### src/rtl/sti_pkg.sv
// Shared types and constants for the UV-sphere triangle index sequencer.
// Holds the region codes, the configuration and triangle structs and the index mask.
// No dependencies.
`timescale 1ns / 1ps

package sti_pkg;

    // Width of the vertex arithmetic; indices wrap modulo 2^IndexBits.
    localparam int IndexBits = 16;
    localparam int OutBits   = 16;

    // Keeps the low min(IndexBits, OutBits) bits of a 16-bit index.
    localparam logic [OutBits-1:0] IdxMask =
        (IndexBits >= OutBits) ? {OutBits{1'b1}}
                               : OutBits'((64'd1 << IndexBits) - 64'd1);

    localparam int AddrBits = 3;

    // Register select is bit 2 of the byte address.
    typedef enum logic
    {
        CFG_NUM_LAYERS  = 1'b0,
        CFG_RING_POINTS = 1'b1
    } cfg_sel_t;

    typedef enum logic [1:0]
    {
        REGION_TOP    = 2'd0,
        REGION_BAND   = 2'd1,
        REGION_BOTTOM = 2'd2
    } region_t;

    typedef struct packed
    {
        logic [7:0] num_layers;
        logic [7:0] ring_points;
    } cfg_t;

    typedef struct packed
    {
        logic [OutBits-1:0] vertex_a;
        logic [OutBits-1:0] vertex_b;
        logic [OutBits-1:0] vertex_c;
        logic               last_triangle;
    } tri_t;

endpackage

### src/rtl/sti_cfg_regs.sv
// APB-style configuration registers for the triangle index sequencer.
// Uses sti_pkg for the register select codes and the configuration struct.
`timescale 1ns / 1ps

module sti_cfg_regs
    import sti_pkg::*;
(
    input  logic                clk,
    input  logic                rst_n,
    input  logic                psel,
    input  logic                penable,
    input  logic                pwrite,
    input  logic [AddrBits-1:0] paddr,
    input  logic [31:0]         pwdata,
    output logic [31:0]         prdata,
    output logic                pready,
    output cfg_t                cfg
);

    cfg_t     cfg_reg;
    cfg_t     cfg_next;
    cfg_sel_t sel;
    logic     wr_en;

    assign pready = 1'b1;
    assign sel    = cfg_sel_t'(paddr[2]);
    assign wr_en  = psel && penable && pwrite;

    always_comb
    begin
        cfg_next = cfg_reg;
        if (wr_en)
        begin
            case (sel)
                CFG_NUM_LAYERS:  cfg_next.num_layers  = pwdata[7:0];
                CFG_RING_POINTS: cfg_next.ring_points = pwdata[7:0];
                default:         cfg_next = cfg_reg;
            endcase
        end
    end

    always_comb
    begin
        case (sel)
            CFG_NUM_LAYERS:  prdata = {24'd0, cfg_reg.num_layers};
            CFG_RING_POINTS: prdata = {24'd0, cfg_reg.ring_points};
            default:         prdata = 32'd0;
        endcase
    end

    always_ff @(posedge clk or negedge rst_n)
    begin
        if (!rst_n)
        begin
            cfg_reg.num_layers  <= 8'd1;
            cfg_reg.ring_points <= 8'd3;
        end
        else
        begin
            cfg_reg <= cfg_next;
        end
    end

    assign cfg = cfg_reg;

endmodule

### src/rtl/sti_tri_seq.sv
// Sequencer state and triangle generation: top-cap fan, band quads, bottom-cap fan.
// Uses sti_pkg for region codes, configuration and triangle structs.
`timescale 1ns / 1ps

module sti_tri_seq
    import sti_pkg::*;
(
    input  logic clk,
    input  logic rst_n,
    input  cfg_t cfg,
    input  logic advance,
    input  logic restart,
    output tri_t tri_out
);

    region_t     region_reg,        region_next;
    logic [15:0] ring_base_reg,     ring_base_next;
    logic [7:0]  ring_position_reg, ring_position_next;
    logic [7:0]  layer_count_reg,   layer_count_next;
    logic        second_half_reg,   second_half_next;

    // State as seen by this item, after an optional restart.
    region_t     region;
    logic [15:0] rb;
    logic [7:0]  pos;
    logic [7:0]  lc;
    logic        half;

    logic [7:0]  n;
    logic [7:0]  lay;
    logic        wrap;
    logic [7:0]  pn;
    logic [7:0]  lc_inc;
    logic [15:0] rb_pos;
    logic [15:0] rb_pn;
    logic [15:0] rb_n;
    logic [15:0] va;
    logic [15:0] vb;
    logic [15:0] vc;
    logic        last;

    always_comb
    begin
        if (restart)
        begin
            region = REGION_TOP;
            rb     = 16'd1;
            pos    = 8'd0;
            lc     = 8'd0;
            half   = 1'b0;
        end
        else
        begin
            region = region_reg;
            rb     = ring_base_reg;
            pos    = ring_position_reg;
            lc     = layer_count_reg;
            half   = second_half_reg;
        end
    end

    // Values below range act as the smallest legal mesh.
    assign n   = (cfg.ring_points < 8'd3) ? 8'd3 : cfg.ring_points;
    assign lay = (cfg.num_layers == 8'd0) ? 8'd1 : cfg.num_layers;

    assign wrap   = ({1'b0, pos} + 9'd1) >= {1'b0, n};
    assign pn     = wrap ? 8'd0 : pos + 8'd1;
    assign lc_inc = lc + 8'd1;
    assign rb_pos = rb + {8'd0, pos};
    assign rb_pn  = rb + {8'd0, pn};
    assign rb_n   = rb + {8'd0, n};

    always_comb
    begin
        region_next        = region;
        ring_base_next     = rb;
        ring_position_next = pn;
        layer_count_next   = lc;
        second_half_next   = half;
        last               = 1'b0;
        case (region)
            REGION_BAND:
            begin
                va = rb_pos;
                vc = rb_n + {8'd0, pn};
                if (!half)
                begin
                    vb                 = rb_pos + {8'd0, n};
                    second_half_next   = 1'b1;
                    ring_position_next = pos;
                end
                else
                begin
                    vb               = rb_pn;
                    second_half_next = 1'b0;
                    if (wrap)
                    begin
                        ring_base_next   = rb_n;
                        layer_count_next = lc_inc;
                        if (lc_inc >= lay - 8'd1)
                        begin
                            region_next = REGION_BOTTOM;
                        end
                    end
                end
            end
            REGION_BOTTOM:
            begin
                va = rb_pos;
                vb = rb_pn;
                vc = rb_n;
                if (wrap)
                begin
                    last             = 1'b1;
                    region_next      = REGION_TOP;
                    ring_base_next   = 16'd1;
                    layer_count_next = 8'd0;
                    second_half_next = 1'b0;
                end
            end
            default:
            begin
                // Top cap; the unused region code behaves the same way.
                va = 16'd0;
                vb = rb_pos;
                vc = rb_pn;
                if (wrap)
                begin
                    second_half_next = 1'b0;
                    layer_count_next = 8'd0;
                    region_next      = (lay == 8'd1) ? REGION_BOTTOM : REGION_BAND;
                end
            end
        endcase
    end

    assign tri_out.vertex_a      = va & IdxMask;
    assign tri_out.vertex_b      = vb & IdxMask;
    assign tri_out.vertex_c      = vc & IdxMask;
    assign tri_out.last_triangle = last;

    always_ff @(posedge clk or negedge rst_n)
    begin
        if (!rst_n)
        begin
            region_reg        <= REGION_TOP;
            ring_base_reg     <= 16'd1;
            ring_position_reg <= 8'd0;
            layer_count_reg   <= 8'd0;
            second_half_reg   <= 1'b0;
        end
        else if (advance)
        begin
            region_reg        <= region_next;
            ring_base_reg     <= ring_base_next;
            ring_position_reg <= ring_position_next;
            layer_count_reg   <= layer_count_next;
            second_half_reg   <= second_half_next;
        end
    end

endmodule

### src/rtl/sti_out_buf.sv
// Output register with a skid stage for triangle items.
// Uses sti_pkg for the triangle struct.
`timescale 1ns / 1ps

module sti_out_buf
    import sti_pkg::*;
(
    input  logic clk,
    input  logic rst_n,
    input  logic load,
    input  tri_t data_in,
    output logic full,
    output logic out_valid,
    input  logic out_stall,
    output tri_t data_out
);

    logic out_valid_reg;
    logic skid_valid_reg;
    tri_t out_data_reg;
    tri_t skid_data_reg;
    logic out_free;

    assign out_free = !out_valid_reg || !out_stall;

    always_ff @(posedge clk or negedge rst_n)
    begin
        if (!rst_n)
        begin
            out_valid_reg  <= 1'b0;
            skid_valid_reg <= 1'b0;
        end
        else if (out_free)
        begin
            out_valid_reg  <= skid_valid_reg || load;
            skid_valid_reg <= 1'b0;
        end
        else if (load)
        begin
            skid_valid_reg <= 1'b1;
        end
    end

    // A load never coincides with a full skid stage, since the input is stalled then.
    always_ff @(posedge clk)
    begin
        if (out_free)
        begin
            out_data_reg <= skid_valid_reg ? skid_data_reg : data_in;
        end
        else if (load)
        begin
            skid_data_reg <= data_in;
        end
    end

    assign full      = skid_valid_reg;
    assign out_valid = out_valid_reg;
    assign data_out  = out_data_reg;

endmodule

### src/rtl/sphere_triangle_index_generator.sv
// Top level of the UV-sphere triangle index sequencer.
// Instantiates sti_cfg_regs, sti_tri_seq and sti_out_buf; uses sti_pkg.
//
//   channel   direction  handshake            payload
//   in        input      in_valid / in_stall  restart
//   out       output     out_valid/out_stall  vertex_a, vertex_b, vertex_c, last_triangle
//   config    input      APB psel/penable     num_layers (0x0), ring_points (0x4)
//
// One triangle per item and one item per cycle while in_stall is low; each accepted item's
// triangle, computed from the sequencer counters by two levels of 16-bit adders, is registered.
// Reset puts the sequence at the first top-cap triangle, num_layers 1, ring_points 3.
// in_stall is registered: it rises only when the skid stage holds an item behind a
// stalled output register, so one extra item is taken after out_stall rises.
`timescale 1ns / 1ps

module sphere_triangle_index_generator
    import sti_pkg::*;
(
    input  logic                clk,
    input  logic                rst_n,
    input  logic                psel,
    input  logic                penable,
    input  logic                pwrite,
    input  logic [AddrBits-1:0] paddr,
    input  logic [31:0]         pwdata,
    output logic [31:0]         prdata,
    output logic                pready,
    input  logic                in_valid,
    output logic                in_stall,
    input  logic                restart,
    output logic                out_valid,
    input  logic                out_stall,
    output logic [OutBits-1:0]  vertex_a,
    output logic [OutBits-1:0]  vertex_b,
    output logic [OutBits-1:0]  vertex_c,
    output logic                last_triangle
);

    cfg_t cfg;
    tri_t tri_new;
    tri_t tri_out;
    logic accept;
    logic buf_full;

    assign in_stall = buf_full;
    assign accept   = in_valid && !buf_full;

    sti_cfg_regs u_cfg
    (
        .clk     (clk),
        .rst_n   (rst_n),
        .psel    (psel),
        .penable (penable),
        .pwrite  (pwrite),
        .paddr   (paddr),
        .pwdata  (pwdata),
        .prdata  (prdata),
        .pready  (pready),
        .cfg     (cfg)
    );

    sti_tri_seq u_seq
    (
        .clk     (clk),
        .rst_n   (rst_n),
        .cfg     (cfg),
        .advance (accept),
        .restart (restart),
        .tri_out (tri_new)
    );

    sti_out_buf u_buf
    (
        .clk       (clk),
        .rst_n     (rst_n),
        .load      (accept),
        .data_in   (tri_new),
        .full      (buf_full),
        .out_valid (out_valid),
        .out_stall (out_stall),
        .data_out  (tri_out)
    );

    assign vertex_a      = tri_out.vertex_a;
    assign vertex_b      = tri_out.vertex_b;
    assign vertex_c      = tri_out.vertex_c;
    assign last_triangle = tri_out.last_triangle;

endmodule

### config.mk
export PLATFORM = sky130hd
export DESIGN_NAME = sphere_triangle_index_generator
export DESIGN_NICKNAME = d
export VERILOG_FILES = /design/src/rtl/sti_pkg.sv /design/src/rtl/sti_cfg_regs.sv /design/src/rtl/sti_tri_seq.sv /design/src/rtl/sti_out_buf.sv /design/src/rtl/sphere_triangle_index_generator.sv
export SDC_FILE = /design/constraint.sdc
export NUM_CORES = 1
export LEC_CHECK = 0
export ABC_AREA = 1
export BUFFER_PORTS_ARGS = -buffer_cell sky130_fd_sc_hd__buf_2
export CORE_UTILIZATION = 45
export CTS_CLUSTER_SIZE = 8
export DETAILED_ROUTE_END_ITERATION = 10
export PLACE_DENSITY = 0.64
export SKIP_LAST_GASP = 1
export SLEW_MARGIN = 20
export SYNTH_ARGS = -nofsm -noshare
export SYNTH_HDL_FRONTEND = slang
export SYNTH_SLANG_ARGS = --single-unit
### constraint.sdc
create_clock -name clk -period 4.9 [get_ports clk]
set_clock_uncertainty 0.05 [all_clocks]
set_input_delay 0.98 -clock clk [delete_from_list [all_inputs] [get_ports clk]]
set_output_delay 0.98 -clock clk [all_outputs]
set_load 0.05 [all_outputs]
==> flow_summary.toml, run 1 <==
[sta]
finalCritPeriodShare = 0.936
finalWorstSetupSlack_ps = 315
tns_ps = 0
finalSetupViolCount = 0
max_freq_ghz = 0.218
rsz0062_at_grt = "false"
fin_crit_ps = 4580
hold_viol = 0
timing.hold.ws_ps = 412
tightest_slew_ps = 971
maxSlewHeadroom = 0.352
slew_viol_final = 0

[grt]
globalRouteOverflowTotal = 0
grtUsageMet1 = 0.334
grt_max_degree = 55
use_met2 = 0.410
grt_most_used_layer = "met2"
grt_use_total = 0.245
grt_use_met3 = 0.0278
antenna_found_initial = 0
grt_pass1_wl_um = 49700
grt_pass1_vias = 9776

[synth]
netlist_area_sq_um = 11200
synth_top_area_cell = "edfxtp_1"
synth_top_flop_cell = "edfxtp_1"
avgSynthCellArea_sq_um = 7.60
synthTopCellsByCount = "nand2_1 (403), inv_1 (179), o21ai_0 (113)"
syn_inst = 1471
seq_area_frac_synth = 0.382
synth.top_cell.area_share = 0.263
yosysMostFrequentCell = "nand2_1"
synth_edf_count = 98
synth-async-reset-ratio = 0.351
ys_ff_latch = 151
yosys_warnings = 0
ys_types = 60
synth_area_leaders = "edfxtp_1 (26%), nand2_1 (14%), dfrtp_1 (11%)"

[power_and_ir_drop]
p_int_mw = 3.51
peakVddDrop_v = 0.000281
powerDensity_nw_per_um2 = 475
switching_power_mw = 2.86
p_total_mw = 6.37
seq_power_share = 0.283
leakage_nw = 6.54
p_sw_frac = 0.449
combinationalPowerShare = 0.515
pwr-share-clk = 0.202

[run]
max_cap_violations = 0

[route]
firstDrtPassIters = 5
remaining_drc_errors = 0
viasPerCell = 5.18
num_vias = 10300
wl_per_cell_um = 15.4
wl_um = 30500
antenna_left = 0
drtIter0Drc = 760

[layout]
fin_cells = 1980
nets = 1754
antenna_cells = 0
post-route-util = 0.552
fillers = 2327
area_growth_pct = 19.9
design_area_sq_um = 13400
drive_above_1_share = 0.204

[clock_network]
cts-buffers-inserted = 17
clock_latency_ps = 430
ctsHoldBuffers = 0
cts_tree = "built"
clk_pin_slew_worst_paths_ps = 70
cts_sinks = 151
root_buffer = "clkbuf_16"
cts_htree_levels = 4
clockBufferDepth = 2

[die]
core_area_sq_um = 24300
placement_rows = 57
die_h_um = 160
io_pins = 127
fp.dieW_um = 160
initial_core_util = 0.460
die_area_sq_um = 25500

[placed_design]
hpwl_um = 22900
dp.cells = 1946
routabilityCongestion = 0.926
port_buffers = 75
placed_area_sq_um = 12700
dp_slack_ps = -358

[critical_path]
crit_path_end_kind = "register"
worstPathArrival_ps = 4730
crit_required_ps = 5040
cp_slowest_cell = "ha_1"
cp-start-kind = "primary input"
cp_common_cell = "nand2_2"
path_max_fanout = 7
max_stage_delay_ps = 320
path_class = "in -> reg"

[worst_hold_path]
worstHoldPathType = "in -> async"

[outcome]
outcome = "complete, no violations"
## cell families (layout without fill, tap and decap cells)
| kind of cell | Yosys count | in the layout | synth area share |
|---|---|---|---|
| AOI/OAI and AO/OA | 279 | 279 | 0.144 |
| xor gates and xnor gates | 42 | 42 | 0.0356 |
| adders and majority gates | 68 | 68 | 0.0794 |
| buffers and inverters | 269 | 431 | 0.102 |
| DFF | 151 | 151 | 0.382 |
| other | 2 | 25 | 0.000671 |
| and+or+nand+nor | 660 | 660 | 0.257 |
## worst max-delay path: cells and delay by family
kind | cells | cell delay [ps]
AOI/OAI and AO/OA | 2 | 230
xor gates and xnor gates | 1 | 160
buffers and inverters | 2 | 280
adders and majority gates | 4 | 840
and+or+nand+nor | 22 | 2210
## power groups by stage
stage / clock network [mW] / registers (mW) / logic (mW)
floorplan: 0 / 2.22 / 1.82
detailed placement: 0 / 1.83 / 3.19
global route: 1.36 / 1.83 / 3.61
global placement: 0 / 1.82 / 3.13
CTS: 1.31 / 1.80 / 3.21
finish: 1.29 / 1.80 / 3.28
## timing repair
item / in CTS / in global routing
endpoints found under the setup margin: 0 / 35
gates resized for setup: 0 / 27
buffers inserted: 0 / 2
## final timing paths
kind | depth (start not counted) | start | slack [ps] | to
min reg2reg | 2 | u_seq.ring_base_reg[0] | 430 | u_seq.ring_base_reg[0]
min | 1 | rst_n | 410 | u_seq.layer_count_reg[6]
max reg2reg | 31 | u_cfg.cfg[1] | 560 | u_buf.data_out[13]
max | 31 | restart | 320 | u_buf.data_out[13]
min in group clk | 2 | u_seq.ring_base_reg[0] | 430 | u_seq.ring_base_reg[0]
max in group asynchronous | 2 | rst_n | 3460 | u_seq.ring_base_reg[1]
## placed cells by master (no fill, tap or decap), types with 5 or more instances in the layout
cell / n
nor2_4: 14
nand3_1: 67
clkbuf_16: 17
nand3_2: 5
nand2_1: 392
o22ai_1: 8
o21ai_1: 8
xor2_1: 31
a22oi_1: 7
or2_2: 5
buf_2: 74
a31oi_1: 13
o31ai_1: 5
o21bai_1: 10
inv_6: 5
conb_1: 25
xnor2_1: 5
inv_1: 177
ha_1: 57
nor2_2: 12
o21ai_0: 111
nand2_2: 19
ha_4: 6
xor2_2: 6
o211ai_1: 10
nor3_1: 13
a21oi_1: 75
inv_2: 9
nand4_1: 14
dfrtp_1: 49
edfxtp_1: 98
buf_4: 132
nor2_1: 101
## final cells by class
cell class | instances | area, sq um | share of cell area
clock inverters | 14 | 129 | 0.00961
repair buffers | 208 | 1380 | 0.103
flip-flops and latches | 151 | 4270 | 0.319
well taps | 324 | 405 | 0.0302
clock buffers | 18 | 429 | 0.0320
inverters | 191 | 719 | 0.0536
multi-input cells | 1074 | 6070 | 0.453
## per-layer routing
layer,up-vias,share of wire
li1,5150,-
met1,4761,0.46
met2,298,0.46
met3,43,0.053
met4,0,0.021
met5,-,0
(Power assumes the default switching activity.)
==> run 2, diff against run 1 <==
--- a/constraint.sdc
+++ b/constraint.sdc
@@ -3,3 +3,3 @@
 set_input_delay 0.98 -clock clk [delete_from_list [all_inputs] [get_ports clk]]
 set_output_delay 0.98 -clock clk [all_outputs]
-set_load 0.05 [all_outputs]
+set_load 0.02 [all_outputs]
==> run 2 against run 1 <==
Effect of this change:
- power decreased by 3.9%
- flip-flop and latch count unchanged
- routed wire length decreased by 0.74%
- critical endpoint is now u_buf.data_out[7]
==> flow_summary.toml, run 2 (synthesis gave the netlist of run 1 again) <==
[grt]
grt_use_met3 = 0.0332
grt_max_degree = 54
globalRouteOverflowTotal = 0
grt_most_used_layer = "met2"
grt_pass1_wl_um = 49400
grt_pass1_vias = 9765
use_met2 = 0.407
antenna_found_initial = 0
grtUsageMet1 = 0.334
grt_use_total = 0.246

[sta]
slew_viol_final = 0
maxSlewHeadroom = 0.314
hold_viol = 0
fin_crit_ps = 4620
tns_ps = 0
tightest_slew_ps = 1030
finalCritPeriodShare = 0.943
max_freq_ghz = 0.216
finalSetupViolCount = 0

[die]
die_h_um = 160
core_area_sq_um = 24300
initial_core_util = 0.460
placement_rows = 57
io_pins = 127
fp.dieW_um = 160
die_area_sq_um = 25500

[layout]
nets = 1749
seqCellArea_sq_um = 4270
fillers = 2313
multiInputGateArea_sq_um = 6090
antenna_cells = 0
area_growth_pct = 20.0
design_area_sq_um = 13400
final_cell_mix = "nand2_1 (393), inv_1 (177), buf_4 (128)"
layout_commonest_cell = "nand2_1"
drive_above_1_share = 0.204

[clock_network]
cts_htree_levels = 4
cts_tree = "built"
cts-buffers-inserted = 17
clk_pin_slew_worst_paths_ps = 70
cts_sinks = 151
root_buffer = "clkbuf_16"
clock_latency_ps = 430
ctsHoldBuffers = 0
clockBufferDepth = 2

[power_and_ir_drop]
p_int_mw = 3.58
peakVddDrop_v = 0.000252
pwr-share-clk = 0.223
powerDensity_nw_per_um2 = 456
leakage_nw = 6.54
switching_power_mw = 2.54
combinationalPowerShare = 0.483
p_sw_frac = 0.415
seq_power_share = 0.294

[outcome]
outcome = "complete, no violations"

[worst_hold_path]
worstHoldPathType = "reg -> reg"

[route]
antenna_left = 0
drtIter0Drc = 718
remaining_drc_errors = 0
wl_per_cell_um = 15.3
num_vias = 10100
viasPerCell = 5.13
wl_um = 30200
firstDrtPassIters = 5

[critical_path]
path_max_fanout = 7
crit_required_ps = 5010
worstPathArrival_ps = 4740
cp-start-kind = "primary input"
crit_path_end_kind = "register"
cp_common_cell = "nand2_1"
max_stage_delay_ps = 410
path_class = "in -> reg"
cp_slowest_cell = "fa_1"

[run]
max_cap_violations = 0

[placed_design]
hpwl_um = 22700
routabilityCongestion = 0.909
placed_area_sq_um = 12700
port_buffers = 75
==> run 2: final cells by class <==
| cell class | count | share of cell area |
|---|---|---|
| clock buffer | 17 | 0.0317 |
| clock inverter | 14 | 0.0123 |
| inverter | 191 | 0.0536 |
| multi-input combinational | 1074 | 0.454 |
| sequential | 151 | 0.318 |
| tap | 324 | 0.0302 |
| timing repair buffer | 203 | 0.100 |
==> run 2: power groups by stage <==
stage	clock network (mW)	registers [mW]	logic [mW]
after global placement	0	1.82	2.81
after detailed placement	0	1.83	2.86
after floorplan	0	1.97	1.77
final	1.37	1.80	2.96
after global routing	1.45	1.83	3.30
after CTS	1.38	1.80	2.89
==> run 2: repair_timing <==
item	4_1_cts	5_1_grt
setup buffers	0	2
hold endpoints to repair	0	0
endpoints found under the setup margin	0	31
gates resized for setup	0	33
==> run 2: metal layers <==
| metal | share of wire | routed length (um) |
|---|---|---|
| met5 | 0 | 0 |
| met4 | 0.020 | 599 |
| met3 | 0.061 | 1840 |
| met2 | 0.46 | 13800 |
| met1 | 0.46 | 14000 |
==> run 2: worst max-delay path: cells and delay by family <==
| kind | cells | cell delay (ps) |
|---|---|---|
| compound gates | 3 | 270 |
| fa+ha+maj | 4 | 1040 |
| simple gates | 17 | 1430 |
| xor+xnor | 1 | 200 |
| buf+inv | 6 | 790 |
==> run 2: worst paths after layout <==
check / endpoint / slack, ps / start / depth (start not counted)
max: u_buf.data_out[7] / 280 / restart / 31
min: u_seq.ring_base_reg[0] / 420 / u_seq.ring_base_reg[0] / 2
max reg2reg: u_buf.data_out[7] / 560 / u_seq.ring_position_reg[1] / 31
min reg2reg: u_seq.ring_base_reg[0] / 420 / u_seq.ring_base_reg[0] / 2
max in group asynchronous: u_seq.ring_base_reg[0] / 3410 / rst_n / 2
min in group asynchronous: u_seq.layer_count_reg[6] / 480 / rst_n / 1
==> run 2: through the flow <==
step                      instances  total power [mW]  setup WS, ps  hold slack (ps)   util
after floorplan                1494              3.74          -110              402      -
after global placement         1941              4.63          -272              414  0.522
after detailed placement       1941              4.69          -321              416  0.522
after CTS                      1972              6.07           134              426  0.546
after global routing           1974              6.57         -19.2              453  0.552
final                          1974              6.12           277              423  0.552
==> run 3, diff against run 2 <==
- ABC_CLOCK_PERIOD_IN_PS: default -> 4900
- CORE_UTILIZATION: 45 -> 60
- PLACE_DENSITY: 0.64 -> 0.82
==> run 3 against run 2 <==
Effect of this change:
- the flow now finishes with violations (design-rule violations)
- design area shrank 1.5%
- flip-flop and latch count is the same
- non-clock buffer count decreased by 12
- combinational power about the same
- power up 0.85%
- sequential power hardly changed
- final cell count down 5.4%
- critical path depth stayed put
- fmax down 0.27%
==> flow_summary.toml, run 3 (synthesis gave the netlist of run 1 again) <==
[route]
firstDrtPassIters = 9
wl_um = 29400
wl_per_cell_um = 15.8
viasPerCell = 5.52
num_vias = 10300
drtIter0Drc = 888
remaining_drc_errors = 23
antenna_left = 0

[power_and_ir_drop]
peakVddDrop_v = 0.000277
leakage_nw = 6.48
powerDensity_nw_per_um2 = 467

[sta]
hold_viol = 0
fin_crit_ps = 4640
tightest_slew_ps = 1040
maxSlewHeadroom = 0.306
rsz0062_at_grt = "true"
max_freq_ghz = 0.216
finalWorstSetupSlack_ps = 264
slew_viol_final = 0
finalSetupViolCount = 0
finalCritPeriodShare = 0.946
timing.hold.ws_ps = 422

[clock_network]
clockBufferDepth = 2
clk_pin_slew_worst_paths_ps = 70
cts_htree_levels = 4
cts_tree = "built"
cts-buffers-inserted = 17
cts_sinks = 151
root_buffer = "clkbuf_16"
clock_latency_ps = 430

[critical_path]
worstPathArrival_ps = 4780
cp_common_cell = "nand2_1"
crit_required_ps = 5040
cp-start-kind = "primary input"
path_class = "in -> reg"
cp_slowest_cell = "xor2_1"
max_stage_delay_ps = 280
crit_path_end_kind = "register"
path_max_fanout = 6

[layout]
design_area_sq_um = 13200
drive_above_1_share = 0.194
final_cell_mix = "nand2_1 (395), inv_1 (176), buf_4 (115)"
antenna_cells = 0
layout_commonest_cell = "nand2_1"
area_growth_pct = 18.3
fillers = 1392
post-route-util = 0.729
nets = 1737

[placed_design]
port_buffers = 75
hpwl_um = 21900
routabilityCongestion = 0.923
placed_area_sq_um = 12500
dp_slack_ps = -342

[outcome]
outcome = "finished, violations left"
violations = "design-rule violations"

[die]
die_h_um = 139
die_area_sq_um = 19200
core_area_sq_um = 18100
fp.dieW_um = 139
io_pins = 127
placement_rows = 49
initial_core_util = 0.616

[grt]
grt_use_total = 0.318
grt_pass1_wl_um = 48000
grt_pass1_vias = 9757
globalRouteOverflowTotal = 0
antenna_found_initial = 0
grt_max_degree = 54

[run]
max_cap_violations = 0

[worst_hold_path]
worstHoldPathType = "in -> async"
-- run 3: cell types whose count changed in the layout (fill, tap and decap cells not counted), sizes merged --
cell / before / now
clkinvlp: 1 / 2
buf: 203 / 191
inv: 194 / 193
clkinv: 8 / 7
bufinv: 2 / 3
-- run 3: area by class of cell --
type | instances | area, sq um | area share
Multi-Input combinational cell | 1074 | 6060 | 0.458
Timing Repair Buffer | 191 | 1270 | 0.0963
Tap cell | 229 | 287 | 0.0217
Inverter | 191 | 719 | 0.0544
Clock inverter | 14 | 191 | 0.0145
Clock buffer | 17 | 425 | 0.0322
Sequential cell | 151 | 4270 | 0.323
-- run 3: power by group --
part,internal (mW),switching [mW],total [mW]
Clock,0.816,0.582,1.40
Sequential,1.70,0.112,1.82
Combinational,1.12,1.85,2.96
-- run 3: worst paths after layout --
kind	startpoint	to	slack, ps	cells past startpoint
max	restart	u_buf.data_out[32]	260	31
min	rst_n	u_seq.layer_count_reg[6]	420	1
max reg2reg	u_cfg.cfg[7]	u_buf.data_out[11]	460	24
min reg2reg	u_seq.ring_base_reg[0]	u_seq.ring_base_reg[0]	420	2
max in group asynchronous	rst_n	u_cfg.cfg[1]	3510	2
min in group clk	u_seq.ring_base_reg[0]	u_seq.ring_base_reg[0]	420	2
-- run 3: per-stage QoR --
stage | cells | power (mW) | setup TNS [ps]
3_5_place_dp | 1830 | 4.67 | -5420
2_1_floorplan | 1494 | 3.74 | -629
6_report | 1867 | 6.18 | 0
4_1_cts | 1861 | 6.09 | 0
3_3_place_gp | 1830 | 4.58 | -2820
5_1_grt | 1867 | 6.57 | -19.1
-- run 3: what timing repair did --
item                                    CTS  global route
resized for setup                         0            21
hold buffers                              0             0
endpoints found under the setup margin    0            24
buffers inserted                          0             6
-- run 3: metal layers --
metal / up-vias / track usage / share of wire
li1: 5118 / - / -
met4: 0 / 0.122 / 0.027
met2: 359 / 0.533 / 0.47
met1: 4776 / 0.421 / 0.44
met3: 52 / 0.0421 / 0.062
met5: - / 0 / 0
-- run 3: critical path, delay by kind of cell --
kind                       cells  cell delay [ps]
AOI/OAI and AO/OA              4              420
xor gates and xnor gates       2              460
adders and majority gates      3              610
buffers and inverters          5              730
and+or+nand+nor               17             1560
